--- src/hw/rtl/pbr_pkg.sv ---
// Shared types, constants and the control program of the polynomial bisection root finder.
// No dependencies; every other file in hw/rtl refers to this package by scoped names.
`timescale 1ns / 1ps

package pbr_pkg;

    // Number format and limits
    localparam int XW          = 32;              // Q16.16 value width
    localparam int FRAC_BITS   = 16;
    localparam int MAX_DEGREE  = 6;
    localparam int NUM_COEF    = MAX_DEGREE + 1;
    localparam int DEG_W       = 3;
    localparam int COEF_IDX_W  = $clog2(NUM_COEF);
    localparam int MAX_STEPS   = 48;
    localparam int CNT_W       = 6;               // step counters
    localparam int TOL_W       = 31;
    localparam int KSHIFT_LIMIT = 33;             // tol << k is compared only for k below this
    localparam int TSH_W       = 64;              // holds tol << 32
    localparam int PROD_W      = 2 * XW;

    // Configuration register indexes
    localparam int CFG_IDX_W   = 4;
    localparam int CFG_DATA_W  = 32;
    localparam logic [CFG_IDX_W-1:0] CFG_DEGREE = CFG_IDX_W'(0);
    localparam logic [CFG_IDX_W-1:0] CFG_COEF0  = CFG_IDX_W'(1);
    localparam logic [CFG_IDX_W-1:0] CFG_COEF_LAST = CFG_IDX_W'(NUM_COEF);

    // Result status codes
    localparam logic [1:0] ST_OK     = 2'd0;
    localparam logic [1:0] ST_LIMIT  = 2'd1;
    localparam logic [1:0] ST_NOSIGN = 2'd2;

    // Payload of one input transfer
    typedef struct packed {
        logic signed [XW-1:0]    left_end;
        logic signed [XW-1:0]    right_end;
        logic        [TOL_W-1:0] tolerance;
    } t_in_item;

    // Payload of one result transfer
    typedef struct packed {
        logic signed [XW-1:0]    root_estimate;
        logic signed [XW-1:0]    value_at_root;
        logic        [CNT_W-1:0] steps_done;
        logic        [CNT_W-1:0] step_limit;
        logic        [1:0]       status;
    } t_out_item;

    // Configuration write
    typedef struct packed {
        logic                  we;
        logic [CFG_IDX_W-1:0]  idx;
        logic [CFG_DATA_W-1:0] data;
    } t_cfg_wr;

    // Horner unit request and response
    typedef struct packed {
        logic                 start;
        logic signed [XW-1:0] x;
    } t_eval_req;

    typedef struct packed {
        logic                 busy;
        logic signed [XW-1:0] result;
    } t_eval_rsp;

    // Micro-operations
    localparam int OP_W = 4;
    localparam logic [OP_W-1:0] OP_NOP        = 4'd0;
    localparam logic [OP_W-1:0] OP_ACCEPT     = 4'd1;
    localparam logic [OP_W-1:0] OP_EVAL_A     = 4'd2;
    localparam logic [OP_W-1:0] OP_EVAL_B     = 4'd3;
    localparam logic [OP_W-1:0] OP_STORE_FA   = 4'd4;
    localparam logic [OP_W-1:0] OP_STORE_FB   = 4'd5;
    localparam logic [OP_W-1:0] OP_KINIT      = 4'd6;
    localparam logic [OP_W-1:0] OP_KSTEP      = 4'd7;
    localparam logic [OP_W-1:0] OP_MID        = 4'd8;
    localparam logic [OP_W-1:0] OP_STORE_FM   = 4'd9;
    localparam logic [OP_W-1:0] OP_UPDATE     = 4'd10;
    localparam logic [OP_W-1:0] OP_SET_LIMIT  = 4'd11;
    localparam logic [OP_W-1:0] OP_SET_OK     = 4'd12;
    localparam logic [OP_W-1:0] OP_SET_NOSIGN = 4'd13;
    localparam logic [OP_W-1:0] OP_EMIT       = 4'd14;

    // Jump conditions
    localparam int JC_W = 4;
    localparam logic [JC_W-1:0] J_NEVER       = 4'd0;
    localparam logic [JC_W-1:0] J_ALWAYS      = 4'd1;
    localparam logic [JC_W-1:0] J_NO_INPUT    = 4'd2;
    localparam logic [JC_W-1:0] J_EVAL_BUSY   = 4'd3;
    localparam logic [JC_W-1:0] J_SAME_AB     = 4'd4;
    localparam logic [JC_W-1:0] J_KGROW       = 4'd5;
    localparam logic [JC_W-1:0] J_WITHIN_TOL  = 4'd6;
    localparam logic [JC_W-1:0] J_MORE_STEPS  = 4'd7;
    localparam logic [JC_W-1:0] J_OUT_FREE    = 4'd8;

    // Program addresses
    localparam int UPC_W     = 5;
    localparam int UCODE_LEN = 20;
    localparam logic [UPC_W-1:0] A_IDLE      = 5'd0;
    localparam logic [UPC_W-1:0] A_EVAL_A    = 5'd1;
    localparam logic [UPC_W-1:0] A_WAIT_A    = 5'd2;
    localparam logic [UPC_W-1:0] A_STORE_A   = 5'd3;
    localparam logic [UPC_W-1:0] A_EVAL_B    = 5'd4;
    localparam logic [UPC_W-1:0] A_WAIT_B    = 5'd5;
    localparam logic [UPC_W-1:0] A_STORE_B   = 5'd6;
    localparam logic [UPC_W-1:0] A_SIGN_TEST = 5'd7;
    localparam logic [UPC_W-1:0] A_KINIT     = 5'd8;
    localparam logic [UPC_W-1:0] A_KLOOP     = 5'd9;
    localparam logic [UPC_W-1:0] A_MID       = 5'd10;
    localparam logic [UPC_W-1:0] A_WAIT_M    = 5'd11;
    localparam logic [UPC_W-1:0] A_STORE_M   = 5'd12;
    localparam logic [UPC_W-1:0] A_TOL_TEST  = 5'd13;
    localparam logic [UPC_W-1:0] A_UPDATE    = 5'd14;
    localparam logic [UPC_W-1:0] A_LIMIT     = 5'd15;
    localparam logic [UPC_W-1:0] A_OK        = 5'd16;
    localparam logic [UPC_W-1:0] A_NOSIGN    = 5'd17;
    localparam logic [UPC_W-1:0] A_EMIT      = 5'd18;
    localparam logic [UPC_W-1:0] A_EMIT_HOLD = 5'd19;

    // One control word: operation, jump condition, jump target
    typedef struct packed {
        logic [OP_W-1:0]  op;
        logic [JC_W-1:0]  cond;
        logic [UPC_W-1:0] target;
    } t_uword;

    // Status flags that steer jumps
    typedef struct packed {
        logic in_valid;
        logic eval_busy;
        logic same_ab;
        logic kgrow;
        logic within_tol;
        logic more_steps;
        logic out_free;
    } t_cond;

    // Control from sequencer to datapath
    typedef struct packed {
        logic [OP_W-1:0] op;
        logic            idle;
    } t_ctrl;

    // Control program; a jump falls through to the next word when its condition is false
    function automatic t_uword ucode(input logic [UPC_W-1:0] addr);
        t_uword w;
        w = '{op: OP_NOP, cond: J_ALWAYS, target: A_IDLE};
        unique case (addr)
            A_IDLE:      w = '{op: OP_ACCEPT,     cond: J_NO_INPUT,   target: A_IDLE};
            A_EVAL_A:    w = '{op: OP_EVAL_A,     cond: J_NEVER,      target: A_IDLE};
            A_WAIT_A:    w = '{op: OP_NOP,        cond: J_EVAL_BUSY,  target: A_WAIT_A};
            A_STORE_A:   w = '{op: OP_STORE_FA,   cond: J_NEVER,      target: A_IDLE};
            A_EVAL_B:    w = '{op: OP_EVAL_B,     cond: J_NEVER,      target: A_IDLE};
            A_WAIT_B:    w = '{op: OP_NOP,        cond: J_EVAL_BUSY,  target: A_WAIT_B};
            A_STORE_B:   w = '{op: OP_STORE_FB,   cond: J_NEVER,      target: A_IDLE};
            A_SIGN_TEST: w = '{op: OP_NOP,        cond: J_SAME_AB,    target: A_NOSIGN};
            A_KINIT:     w = '{op: OP_KINIT,      cond: J_NEVER,      target: A_IDLE};
            A_KLOOP:     w = '{op: OP_KSTEP,      cond: J_KGROW,      target: A_KLOOP};
            A_MID:       w = '{op: OP_MID,        cond: J_NEVER,      target: A_IDLE};
            A_WAIT_M:    w = '{op: OP_NOP,        cond: J_EVAL_BUSY,  target: A_WAIT_M};
            A_STORE_M:   w = '{op: OP_STORE_FM,   cond: J_NEVER,      target: A_IDLE};
            A_TOL_TEST:  w = '{op: OP_NOP,        cond: J_WITHIN_TOL, target: A_OK};
            A_UPDATE:    w = '{op: OP_UPDATE,     cond: J_MORE_STEPS, target: A_MID};
            A_LIMIT:     w = '{op: OP_SET_LIMIT,  cond: J_ALWAYS,     target: A_EMIT};
            A_OK:        w = '{op: OP_SET_OK,     cond: J_ALWAYS,     target: A_EMIT};
            A_NOSIGN:    w = '{op: OP_SET_NOSIGN, cond: J_NEVER,      target: A_IDLE};
            A_EMIT:      w = '{op: OP_EMIT,       cond: J_OUT_FREE,   target: A_IDLE};
            A_EMIT_HOLD: w = '{op: OP_NOP,        cond: J_ALWAYS,     target: A_EMIT};
            default:     w = '{op: OP_NOP,        cond: J_ALWAYS,     target: A_IDLE};
        endcase
        return w;
    endfunction

endpackage

--- src/hw/rtl/pbr_horner.sv ---
// Horner evaluation unit with the coefficient and degree registers.
// Depends on pbr_pkg; one multiply and one saturating add per coefficient below the top one.
`timescale 1ns / 1ps

module pbr_horner (
    input  logic             i_clk,
    input  logic             i_rst_n,
    input  pbr_pkg::t_cfg_wr i_cfg,
    input  pbr_pkg::t_eval_req i_req,
    output pbr_pkg::t_eval_rsp o_rsp
);

    logic [pbr_pkg::DEG_W-1:0]             r_deg;
    logic signed [pbr_pkg::XW-1:0]         r_coef [pbr_pkg::NUM_COEF];
    logic [pbr_pkg::DEG_W-1:0]             r_cnt;
    logic                                  r_busy;
    logic                                  r_add_phase;
    logic signed [pbr_pkg::XW-1:0]         r_x;
    logic signed [pbr_pkg::XW-1:0]         r_acc;
    logic signed [pbr_pkg::PROD_W-1:0]     r_prod;

    logic [pbr_pkg::DEG_W-1:0]             eff_deg;
    logic [pbr_pkg::DEG_W-1:0]             rd_idx;
    logic signed [pbr_pkg::XW-1:0]         coef_rd;
    logic signed [pbr_pkg::PROD_W-1:0]     prod_sh;
    logic signed [pbr_pkg::XW-1:0]         prod_sat;
    logic signed [pbr_pkg::XW:0]           sum;
    logic signed [pbr_pkg::XW-1:0]         sum_sat;
    logic [pbr_pkg::COEF_IDX_W-1:0]        wr_idx;

    // Clamp degree to the top coefficient held
    assign eff_deg = (r_deg > pbr_pkg::DEG_W'(pbr_pkg::MAX_DEGREE))
                   ? pbr_pkg::DEG_W'(pbr_pkg::MAX_DEGREE) : r_deg;

    // Single coefficient read: top term on start, next lower term while adding
    assign rd_idx  = i_req.start ? eff_deg : r_cnt - pbr_pkg::DEG_W'(1);
    assign coef_rd = r_coef[rd_idx[pbr_pkg::COEF_IDX_W-1:0]];

    // Floor shift of the product, then saturate to 32 bits
    always_comb begin
        prod_sh = r_prod >>> pbr_pkg::FRAC_BITS;
        if (prod_sh > pbr_pkg::PROD_W'(signed'({1'b0, {(pbr_pkg::XW-1){1'b1}}}))) begin
            prod_sat = {1'b0, {(pbr_pkg::XW-1){1'b1}}};
        end else if (prod_sh < -(pbr_pkg::PROD_W'(signed'({1'b0, 1'b1,
                                  {(pbr_pkg::XW-1){1'b0}}})))) begin
            prod_sat = {1'b1, {(pbr_pkg::XW-1){1'b0}}};
        end else begin
            prod_sat = prod_sh[pbr_pkg::XW-1:0];
        end
        sum = {prod_sat[pbr_pkg::XW-1], prod_sat} + {coef_rd[pbr_pkg::XW-1], coef_rd};
        if (sum[pbr_pkg::XW] != sum[pbr_pkg::XW-1]) begin
            sum_sat = {sum[pbr_pkg::XW], {(pbr_pkg::XW-1){~sum[pbr_pkg::XW]}}};
        end else begin
            sum_sat = sum[pbr_pkg::XW-1:0];
        end
    end

    assign wr_idx = pbr_pkg::COEF_IDX_W'(i_cfg.idx - pbr_pkg::CFG_COEF0);

    // Configuration registers
    always_ff @(posedge i_clk) begin
        if (!i_rst_n) begin
            r_deg <= '0;
            for (int i = 0; i < pbr_pkg::NUM_COEF; i++) begin
                r_coef[i] <= '0;
            end
        end else if (i_cfg.we) begin
            if (i_cfg.idx == pbr_pkg::CFG_DEGREE) begin
                r_deg <= i_cfg.data[pbr_pkg::DEG_W-1:0];
            end else if (i_cfg.idx >= pbr_pkg::CFG_COEF0 &&
                         i_cfg.idx <= pbr_pkg::CFG_COEF_LAST) begin
                r_coef[wr_idx] <= i_cfg.data[pbr_pkg::XW-1:0];
            end
        end
    end

    // Iteration control
    always_ff @(posedge i_clk) begin
        if (!i_rst_n) begin
            r_busy      <= 1'b0;
            r_add_phase <= 1'b0;
            r_cnt       <= '0;
        end else if (i_req.start) begin
            r_busy      <= (eff_deg != '0);
            r_add_phase <= 1'b0;
            r_cnt       <= eff_deg;
        end else if (r_busy) begin
            r_add_phase <= ~r_add_phase;
            if (r_add_phase) begin
                r_cnt  <= r_cnt - pbr_pkg::DEG_W'(1);
                r_busy <= (r_cnt != pbr_pkg::DEG_W'(1));
            end
        end
    end

    // Accumulator, operand and product
    always_ff @(posedge i_clk) begin
        if (i_req.start) begin
            r_acc <= coef_rd;
            r_x   <= i_req.x;
        end else if (r_busy) begin
            if (r_add_phase) begin
                r_acc <= sum_sat;
            end else begin
                r_prod <= r_acc * r_x;
            end
        end
    end

    assign o_rsp.busy   = r_busy;
    assign o_rsp.result = r_acc;

`ifndef SYNTHESIS
    // A constant polynomial finishes on the start cycle
    a_const_done: assert property (@(posedge i_clk) disable iff (!i_rst_n)
        (i_req.start && eff_deg == '0) |=> !r_busy)
        else $error("horner busy after start with degree zero");
    // The term counter stays nonzero for as long as the unit works
    a_cnt_live: assert property (@(posedge i_clk) disable iff (!i_rst_n)
        r_busy |-> (r_cnt != '0))
        else $error("horner busy with empty term counter");
`endif

endmodule

--- src/hw/rtl/pbr_sequencer.sv ---
// Microprogram sequencer: program counter over the control program in pbr_pkg.
// Depends on pbr_pkg; takes status flags from the datapath and issues one operation a cycle.
`timescale 1ns / 1ps

module pbr_sequencer (
    input  logic           i_clk,
    input  logic           i_rst_n,
    input  pbr_pkg::t_cond i_cond,
    output pbr_pkg::t_ctrl o_ctrl
);

    logic [pbr_pkg::UPC_W-1:0] r_upc;
    logic [pbr_pkg::UPC_W-1:0] n_upc;
    pbr_pkg::t_uword           word;
    logic                      take;

    assign word = pbr_pkg::ucode(r_upc);

    // Evaluate the jump condition of the current word
    always_comb begin
        take = 1'b0;
        unique case (word.cond)
            pbr_pkg::J_NEVER:      take = 1'b0;
            pbr_pkg::J_ALWAYS:     take = 1'b1;
            pbr_pkg::J_NO_INPUT:   take = !i_cond.in_valid;
            pbr_pkg::J_EVAL_BUSY:  take = i_cond.eval_busy;
            pbr_pkg::J_SAME_AB:    take = i_cond.same_ab;
            pbr_pkg::J_KGROW:      take = i_cond.kgrow;
            pbr_pkg::J_WITHIN_TOL: take = i_cond.within_tol;
            pbr_pkg::J_MORE_STEPS: take = i_cond.more_steps;
            pbr_pkg::J_OUT_FREE:   take = i_cond.out_free;
            default:               take = 1'b1;
        endcase
        n_upc = take ? word.target : r_upc + pbr_pkg::UPC_W'(1);
    end

    // Advance the program counter
    always_ff @(posedge i_clk) begin
        if (!i_rst_n) begin
            r_upc <= pbr_pkg::A_IDLE;
        end else begin
            r_upc <= n_upc;
        end
    end

    assign o_ctrl.op   = word.op;
    assign o_ctrl.idle = (r_upc == pbr_pkg::A_IDLE);

`ifndef SYNTHESIS
    // The counter never leaves the program
    a_upc_range: assert property (@(posedge i_clk) disable iff (!i_rst_n)
        r_upc < pbr_pkg::UPC_W'(pbr_pkg::UCODE_LEN))
        else $error("sequencer outside program");
    // Without an input the sequencer waits at the idle word
    a_idle_hold: assert property (@(posedge i_clk) disable iff (!i_rst_n)
        (r_upc == pbr_pkg::A_IDLE && !i_cond.in_valid) |=> r_upc == pbr_pkg::A_IDLE)
        else $error("sequencer left idle without input");
`endif

endmodule

--- src/hw/rtl/pbr_datapath.sv ---
// Bisection datapath: interval ends, function values, step limit, counters and result register.
// Depends on pbr_pkg; executes the operation issued by pbr_sequencer, drives pbr_horner.
`timescale 1ns / 1ps

module pbr_datapath (
    input  logic                i_clk,
    input  logic                i_rst_n,
    input  pbr_pkg::t_ctrl      i_ctrl,
    input  logic                i_in_valid,
    input  pbr_pkg::t_in_item   i_in_item,
    input  logic                i_out_stall,
    input  pbr_pkg::t_eval_rsp  i_eval,
    output pbr_pkg::t_eval_req  o_eval,
    output pbr_pkg::t_cond      o_cond,
    output logic                o_out_valid,
    output pbr_pkg::t_out_item  o_out_item
);

    logic signed [pbr_pkg::XW-1:0]   r_a;
    logic signed [pbr_pkg::XW-1:0]   r_b;
    logic [pbr_pkg::TOL_W-1:0]       r_tol;
    logic signed [pbr_pkg::XW-1:0]   r_fa;
    logic signed [pbr_pkg::XW-1:0]   r_fb;
    logic signed [pbr_pkg::XW-1:0]   r_m;
    logic signed [pbr_pkg::XW-1:0]   r_fm;
    logic signed [pbr_pkg::XW:0]     r_w;
    logic [pbr_pkg::TSH_W-1:0]       r_tsh;
    logic [pbr_pkg::CNT_W-1:0]       r_k;
    logic [pbr_pkg::CNT_W-1:0]       r_steps;
    logic [1:0]                      r_status;
    logic                            r_out_valid;
    pbr_pkg::t_out_item              r_out;

    logic signed [pbr_pkg::XW:0]     ab_sum;
    logic signed [pbr_pkg::XW-1:0]   mid;
    logic [pbr_pkg::XW-1:0]          fm_mag;
    logic                            w_pos;
    logic                            out_free;
    logic                            fm_fa_pos;
    logic                            fm_fb_pos;

    // Both nonzero and of one sign
    function automatic logic same_pos(input logic signed [pbr_pkg::XW-1:0] u,
                                      input logic signed [pbr_pkg::XW-1:0] v);
        return (u != '0) && (v != '0) && (u[pbr_pkg::XW-1] == v[pbr_pkg::XW-1]);
    endfunction

    // Floor midpoint of the interval
    assign ab_sum = {r_a[pbr_pkg::XW-1], r_a} + {r_b[pbr_pkg::XW-1], r_b};
    assign mid    = ab_sum[pbr_pkg::XW:1];

    assign fm_mag    = r_fm[pbr_pkg::XW-1] ? -r_fm : r_fm;
    assign w_pos     = !r_w[pbr_pkg::XW] && (r_w != '0);
    assign out_free  = !r_out_valid || !i_out_stall;
    assign fm_fa_pos = same_pos(r_fm, r_fa);
    assign fm_fb_pos = same_pos(r_fm, r_fb);

    // Flags for the sequencer
    assign o_cond.in_valid   = i_in_valid;
    assign o_cond.eval_busy  = i_eval.busy;
    assign o_cond.same_ab    = same_pos(r_fa, r_fb);
    assign o_cond.kgrow      = w_pos && (r_k < pbr_pkg::CNT_W'(pbr_pkg::MAX_STEPS)) &&
                               ((r_tol == '0) ||
                                ((r_k < pbr_pkg::CNT_W'(pbr_pkg::KSHIFT_LIMIT)) &&
                                 (r_tsh < pbr_pkg::TSH_W'(unsigned'(r_w)))));
    assign o_cond.within_tol = (fm_mag <= pbr_pkg::XW'(r_tol));
    assign o_cond.more_steps = (r_steps <= r_k);
    assign o_cond.out_free   = out_free;

    // Start the Horner unit at a, b or the midpoint
    always_comb begin
        o_eval.start = 1'b0;
        o_eval.x     = r_a;
        unique case (i_ctrl.op)
            pbr_pkg::OP_EVAL_A: begin
                o_eval.start = 1'b1;
                o_eval.x     = r_a;
            end
            pbr_pkg::OP_EVAL_B: begin
                o_eval.start = 1'b1;
                o_eval.x     = r_b;
            end
            pbr_pkg::OP_MID: begin
                o_eval.start = 1'b1;
                o_eval.x     = mid;
            end
            default: begin
                o_eval.start = 1'b0;
                o_eval.x     = r_a;
            end
        endcase
    end

    // Execute the current operation
    always_ff @(posedge i_clk) begin
        unique case (i_ctrl.op)
            pbr_pkg::OP_ACCEPT: begin
                if (i_in_valid) begin
                    r_a   <= i_in_item.left_end;
                    r_b   <= i_in_item.right_end;
                    r_tol <= i_in_item.tolerance;
                end
            end
            pbr_pkg::OP_STORE_FA: r_fa <= i_eval.result;
            pbr_pkg::OP_STORE_FB: r_fb <= i_eval.result;
            pbr_pkg::OP_KINIT: begin
                r_k     <= '0;
                r_steps <= '0;
                r_tsh   <= pbr_pkg::TSH_W'(r_tol);
                r_w     <= {r_b[pbr_pkg::XW-1], r_b} - {r_a[pbr_pkg::XW-1], r_a};
            end
            pbr_pkg::OP_KSTEP: begin
                if (o_cond.kgrow) begin
                    r_k   <= r_k + pbr_pkg::CNT_W'(1);
                    r_tsh <= r_tsh << 1;
                end
            end
            pbr_pkg::OP_MID: r_m <= mid;
            pbr_pkg::OP_STORE_FM: begin
                r_fm    <= i_eval.result;
                r_steps <= r_steps + pbr_pkg::CNT_W'(1);
            end
            pbr_pkg::OP_UPDATE: begin
                if (fm_fa_pos) begin
                    r_a  <= r_m;
                    r_fa <= r_fm;
                end else if (fm_fb_pos) begin
                    r_b  <= r_m;
                    r_fb <= r_fm;
                end
            end
            pbr_pkg::OP_SET_LIMIT: r_status <= pbr_pkg::ST_LIMIT;
            pbr_pkg::OP_SET_OK:    r_status <= pbr_pkg::ST_OK;
            pbr_pkg::OP_SET_NOSIGN: begin
                r_status <= pbr_pkg::ST_NOSIGN;
                r_m      <= '0;
                r_fm     <= '0;
                r_steps  <= '0;
                r_k      <= '0;
            end
            default: begin
            end
        endcase
    end

    // Result register: load on emit when free, drop after the transfer
    always_ff @(posedge i_clk) begin
        if (!i_rst_n) begin
            r_out_valid <= 1'b0;
        end else if (i_ctrl.op == pbr_pkg::OP_EMIT && out_free) begin
            r_out_valid <= 1'b1;
        end else if (!i_out_stall) begin
            r_out_valid <= 1'b0;
        end
    end

    always_ff @(posedge i_clk) begin
        if (i_ctrl.op == pbr_pkg::OP_EMIT && out_free) begin
            r_out.root_estimate <= r_m;
            r_out.value_at_root <= r_fm;
            r_out.steps_done    <= r_steps;
            r_out.step_limit    <= r_k;
            r_out.status        <= r_status;
        end
    end

    assign o_out_valid = r_out_valid;
    assign o_out_item  = r_out;

`ifndef SYNTHESIS
    // Running out of steps means exactly one midpoint past the limit
    a_limit_count: assert property (@(posedge i_clk) disable iff (!i_rst_n)
        (r_out_valid && r_out.status == pbr_pkg::ST_LIMIT) |->
        (r_out.steps_done == r_out.step_limit + pbr_pkg::CNT_W'(1)))
        else $error("step count does not match limit");
    // A failed sign test reports no midpoints
    a_nosign_zero: assert property (@(posedge i_clk) disable iff (!i_rst_n)
        (r_out_valid && r_out.status == pbr_pkg::ST_NOSIGN) |->
        (r_out.steps_done == '0 && r_out.step_limit == '0))
        else $error("no-sign result carries steps");
`endif

endmodule

--- src/hw/rtl/polynomial_bisection_root.sv ---
// Top level of the polynomial bisection root finder.
// Depends on pbr_pkg, pbr_horner, pbr_sequencer and pbr_datapath.
//
//   channel | direction | handshake                  | payload
//   --------+-----------+----------------------------+-------------------------------
//   in      | into      | i_in_valid / o_in_stall    | i_in_item  (pbr_pkg::t_in_item)
//   out     | out of    | o_out_valid / i_out_stall  | o_out_item (pbr_pkg::t_out_item)
//   cfg     | into      | i_cfg_we                   | i_cfg_idx, i_cfg_data
//
// One item at a time: o_in_stall is low only while the sequencer sits at its idle word.
// Per item the sequencer evaluates f(a) and f(b), derives the step limit K (at most 48) from the
// interval width and tolerance, then evaluates at most K + 1 midpoints, with D the degree in use.
// Every evaluation runs its D terms one at a time through the shared multiplier of pbr_horner.
// The result register is held while i_out_stall is high; the sequencer loops over its emit and emit-hold words.
// Reset (synchronous, active low) clears degree and coefficients to zero and returns to idle.
`timescale 1ns / 1ps

module polynomial_bisection_root (
    input  logic                                i_clk,
    input  logic                                i_rst_n,
    input  logic                                i_in_valid,
    output logic                                o_in_stall,
    input  pbr_pkg::t_in_item                   i_in_item,
    output logic                                o_out_valid,
    input  logic                                i_out_stall,
    output pbr_pkg::t_out_item                  o_out_item,
    input  logic                                i_cfg_we,
    input  logic [pbr_pkg::CFG_IDX_W-1:0]       i_cfg_idx,
    input  logic [pbr_pkg::CFG_DATA_W-1:0]      i_cfg_data
);

    pbr_pkg::t_cfg_wr   cfg;
    pbr_pkg::t_eval_req eval_req;
    pbr_pkg::t_eval_rsp eval_rsp;
    pbr_pkg::t_cond     cond;
    pbr_pkg::t_ctrl     ctrl;

    // Gather the configuration write
    assign cfg.we   = i_cfg_we;
    assign cfg.idx  = i_cfg_idx;
    assign cfg.data = i_cfg_data;

    // Take a new item only at the idle word
    assign o_in_stall = !ctrl.idle;

    pbr_sequencer u_seq (
        .i_clk   (i_clk),
        .i_rst_n (i_rst_n),
        .i_cond  (cond),
        .o_ctrl  (ctrl)
    );

    pbr_horner u_horner (
        .i_clk   (i_clk),
        .i_rst_n (i_rst_n),
        .i_cfg   (cfg),
        .i_req   (eval_req),
        .o_rsp   (eval_rsp)
    );

    pbr_datapath u_dp (
        .i_clk       (i_clk),
        .i_rst_n     (i_rst_n),
        .i_ctrl      (ctrl),
        .i_in_valid  (i_in_valid),
        .i_in_item   (i_in_item),
        .i_out_stall (i_out_stall),
        .i_eval      (eval_rsp),
        .o_eval      (eval_req),
        .o_cond      (cond),
        .o_out_valid (o_out_valid),
        .o_out_item  (o_out_item)
    );

endmodule
--- config.mk ---
export PLATFORM = sky130hd
export DESIGN_NAME = polynomial_bisection_root
export DESIGN_NICKNAME = d
export VERILOG_FILES = /design/src/hw/rtl/pbr_pkg.sv /design/src/hw/rtl/pbr_horner.sv /design/src/hw/rtl/pbr_sequencer.sv /design/src/hw/rtl/pbr_datapath.sv /design/src/hw/rtl/polynomial_bisection_root.sv
export SDC_FILE = /design/constraint.sdc
export NUM_CORES = 2
export LEC_CHECK = 0
export ABC_AREA = 1
export BUFFER_PORTS_ARGS = -buffer_cell sky130_fd_sc_hd__buf_2
export CAP_MARGIN = 10
export CORE_MARGIN = 2
export CORE_UTILIZATION = 50
export CTS_CLUSTER_DIAMETER = 30
export DETAILED_ROUTE_END_ITERATION = 8
export MAX_ROUTING_LAYER = met4
export PLACE_DENSITY_LB_ADDON = 0.05
export SLEW_MARGIN = 20
export SYNTH_ARGS = -nofsm -noshare
export SYNTH_HDL_FRONTEND = slang
export SYNTH_SLANG_ARGS = --single-unit
--- constraint.sdc ---
create_clock -name i_clk -period 7.9 [get_ports i_clk]
set_clock_uncertainty 0.05 [all_clocks]
set_input_delay 1.58 -clock i_clk [delete_from_list [all_inputs] [get_ports i_clk]]
set_output_delay 1.58 -clock i_clk [all_outputs]
set_load 0.02 [all_outputs]
==> results.toml <==
[cells_and_area]
drive_gt1_share_pct = 9.94
synthToLayoutAreaGrowth_pct = 14.4
nets = 10300

[logic_synthesis]
ys_types = 63
yosysTopAreaCellShare_pct = 29.1
yosys_warnings = 0
synth-edff-count = 748
netlist_instances = 8495
synth_top_flop_cell = "edfxtp_1"
yosys-top-cells-count = "2,034 x inv_1, 1,653 x nand2_1, 1,084 x fa_1"
synthesis.nets = 10100
synthArstFlopShare_pct = 0
synth_area_leaders = "edfxtp_1 29%, fa_1 28%, inv_1 9.9%, nand2_1 8.0%, ha_1 5.9%"
postSynthAreaPerCell_um2 = 9.09
synth_area_mm2 = 0.0772
synth_area_leader_cell = "edfxtp_1"
synth.most_common_cell = "inv_1"
seq_area_frac_synth_pct = 30.6
synth_seq_cells = 807

[clock_tree]
insertion_delay_ns = 0.83
cts_root_buf = "clkbuf_16"
numCtsBuffers = 181
cts.clk_slew.worst_paths_ns = 0.05
cts_tree = "yes"
clock_path_buffers = 3
h-tree-depth = 4
cts_sinks = 807

[sta]
setup_viol = 0
clock.fmax_ghz = 0.130
fin_crit_ns = 7.71
hold_ws_ns = 0.387
drv_slew = 0
finalHoldViolCount = 0
slew_headroom_pct = 26.9
rsz0062_at_grt = "true"
worstMarginPinSlew_ns = 1.09
fin_crit_sh_pct = 97.6
setup_tns_ns = 0

[floorplan]
fp-row-count = 144
die_h_um = 397
die_w_um = 397
die_area_mm2 = 0.158
ios = 216
initial_utilization_pct = 50.3
core_area_mm2 = 0.154

[route]
drtIter0Drc = 4677
drt-wirelength-per-cell_um = 21.5
first_pass_iters = 6
drcViolationCount = 0
postRouteAntennaNets = 0
wirelength_mm = 235
vias = 57800
routed_via_density = 5.28

[global_route]
grt_use_total_pct = 31.4
overflow = 0
grt_pass1_vias = 59500
grt_max_degree = 129
grt_pass1_wl_mm = 362
antenna_found_initial = 2

[critical_path]
endpoint = "u_horner.r_prod[63]"
r2r_slack_ns = 0.19
critical-path-max-stage-delay_ns = 0.64
critical_path_buf_inv_count = 6
worstPathMaxFanout = 14
worstPathRequired_ns = 8.43
slowest_stage = "fa_1"
startpoint_type = "flop"
r2r_end = "u_horner.r_prod[63]"
cp.depth = 25
crit_path_start = "u_horner.r_acc[31]"
critical_path_class = "flop to flop"
cp-end-kind = "flop"
cpLargestDelayFamily = "adder cells"
crit_top_cell = "fa_1"
crit_arrival_ns = 8.24
reg2regPathDepth = 25
reg2reg_from = "u_horner.r_acc[31]"

[placed_design]
port_buffers = 215
dp_hpwl_mm = 181
routabilityCongestion = 0.977

[run_status]
status = "finished clean"

[hold_path]
min-delay-path-class = "flop to flop"

[job]
max-cap-violations = 0
what timing repair did:
action / CTS / global route
gates resized for setup: 0 / 8
hold buffers: 0 / 0
buffers inserted: 0 / 10
setup endpoints to repair: 0 / 13
worst register-to-register path, cell delays in order (launching register included):
cell and delay (ns):
edfxtp_1 0.51, buf_4 0.26, nand2_1 0.16, fa_1 0.64, buf_4 0.17, fa_1 0.47
fa_1 0.52, fa_1 0.51, inv_1 0.05, fa_1 0.56, fa_1 0.45, fa_1 0.63
inv_1 0.10, fa_1 0.54, inv_1 0.05, ha_1 0.29, buf_4 0.14, nand2_1 0.07
nor2_1 0.25, nand2_1 0.16, nor2_1 0.13, nor2_1 0.07, o31ai_1 0.43, a21oi_1 0.09
nand2_1 0.10, xor2_1 0.06
metal layers:
layer | share of wire (%) | GRT usage [%] | routed length [µm]
met5 | 0 | - | 0
met4 | 2.3 | 7.43 | 5350
met3 | 7.6 | 5.44 | 17900
met2 | 45 | 47.1 | 106000
met1 | 45 | 44.5 | 106000
how the worst min path moves through the flow:
stage	start	endpoint	slack [ns]	cells past startpoint
global route	u_dp.r_m[14]	u_dp.o_out_item[60]	0.41	0
finish	u_dp.r_m[27]	u_dp.o_out_item[73]	0.39	0
floorplan	u_dp.r_status[0]	u_dp.o_out_item[0]	0.35	0
global placement	u_dp.r_m[13]	u_dp.o_out_item[59]	0.39	0
detailed placement	u_dp.r_m[27]	u_dp.o_out_item[73]	0.39	0
CTS	u_dp.r_m[27]	u_dp.o_out_item[73]	0.39	0
area by class of cell:
class | instances | area [µm²]
Antenna cell | 3 | 7.51
Clock buffer | 204 | 4670
Clock inverter | 138 | 1760
Fill cell | 13600 | 65300
Inverter | 2044 | 7670
Multi-Input combinational cell | 5264 | 44600
Sequential cell | 807 | 23600
Tap cell | 2044 | 2560
Timing Repair Buffer | 432 | 3500
metrics by stage:
step                setup slack [ns]  cell area, µm²  utilization, %  std cells
CTS                            0.111           88200            57.4      10900
global route                 -0.0310           88400            57.5      10900
global placement             0.00752           81800            53.2      10600
detailed placement            0.0772           81800            53.2      10600
floorplan                      0.200           77200               -       8495
finish                         0.193           88400            57.5      10900
cells by family (layout without fill, tap and decap cells):
logic type | count (synthesis) | count (layout) | share of synthesized area, %
mux | 2 | 2 | 0.0292
fa+ha+maj | 1446 | 1446 | 34.0
other cells | 0 | 3 | 0
buf+inv | 2424 | 2818 | 12.0
simple gates | 2644 | 2644 | 13.6
compound gates | 977 | 977 | 7.61
flops | 807 | 807 | 30.6
xor+xnor | 195 | 195 | 2.21
registers in the layout, summed over array words and instances (netlist names), 3 cells and up:
signal,count
u_dp.o_out_item,78
u_dp.r_a,32
u_dp.r_b,32
u_dp.r_fa,32
u_dp.r_fb,32
u_dp.r_fm,32
u_dp.r_k,6
u_dp.r_m,32
u_dp.r_steps,6
u_dp.r_tol,31
u_dp.r_tsh,64
u_dp.r_w,33
u_horner.r_acc,32
u_horner.r_cnt,3
u_horner.r_coef,256
u_horner.r_deg,3
u_horner.r_prod,48
u_horner.r_x,32
u_seq.r_upc,5
u_seq.word,13
layout by cell type, fill, tap and decap left out, types with 142 or more instances in the layout:
cell type / n
xor2_1: 142
clkbuf_16: 181
nand2_1: 1649
nor2_1: 729
buf_4: 154
a21oi_1: 286
fa_1: 1080
inv_1: 2031
ha_1: 362
edfxtp_1: 748
o21ai_0: 301
buf_2: 215
Power is left out: the tool's default activity adds up to more than one toggle a clock period on the data nets, which glitch-free logic cannot reach.
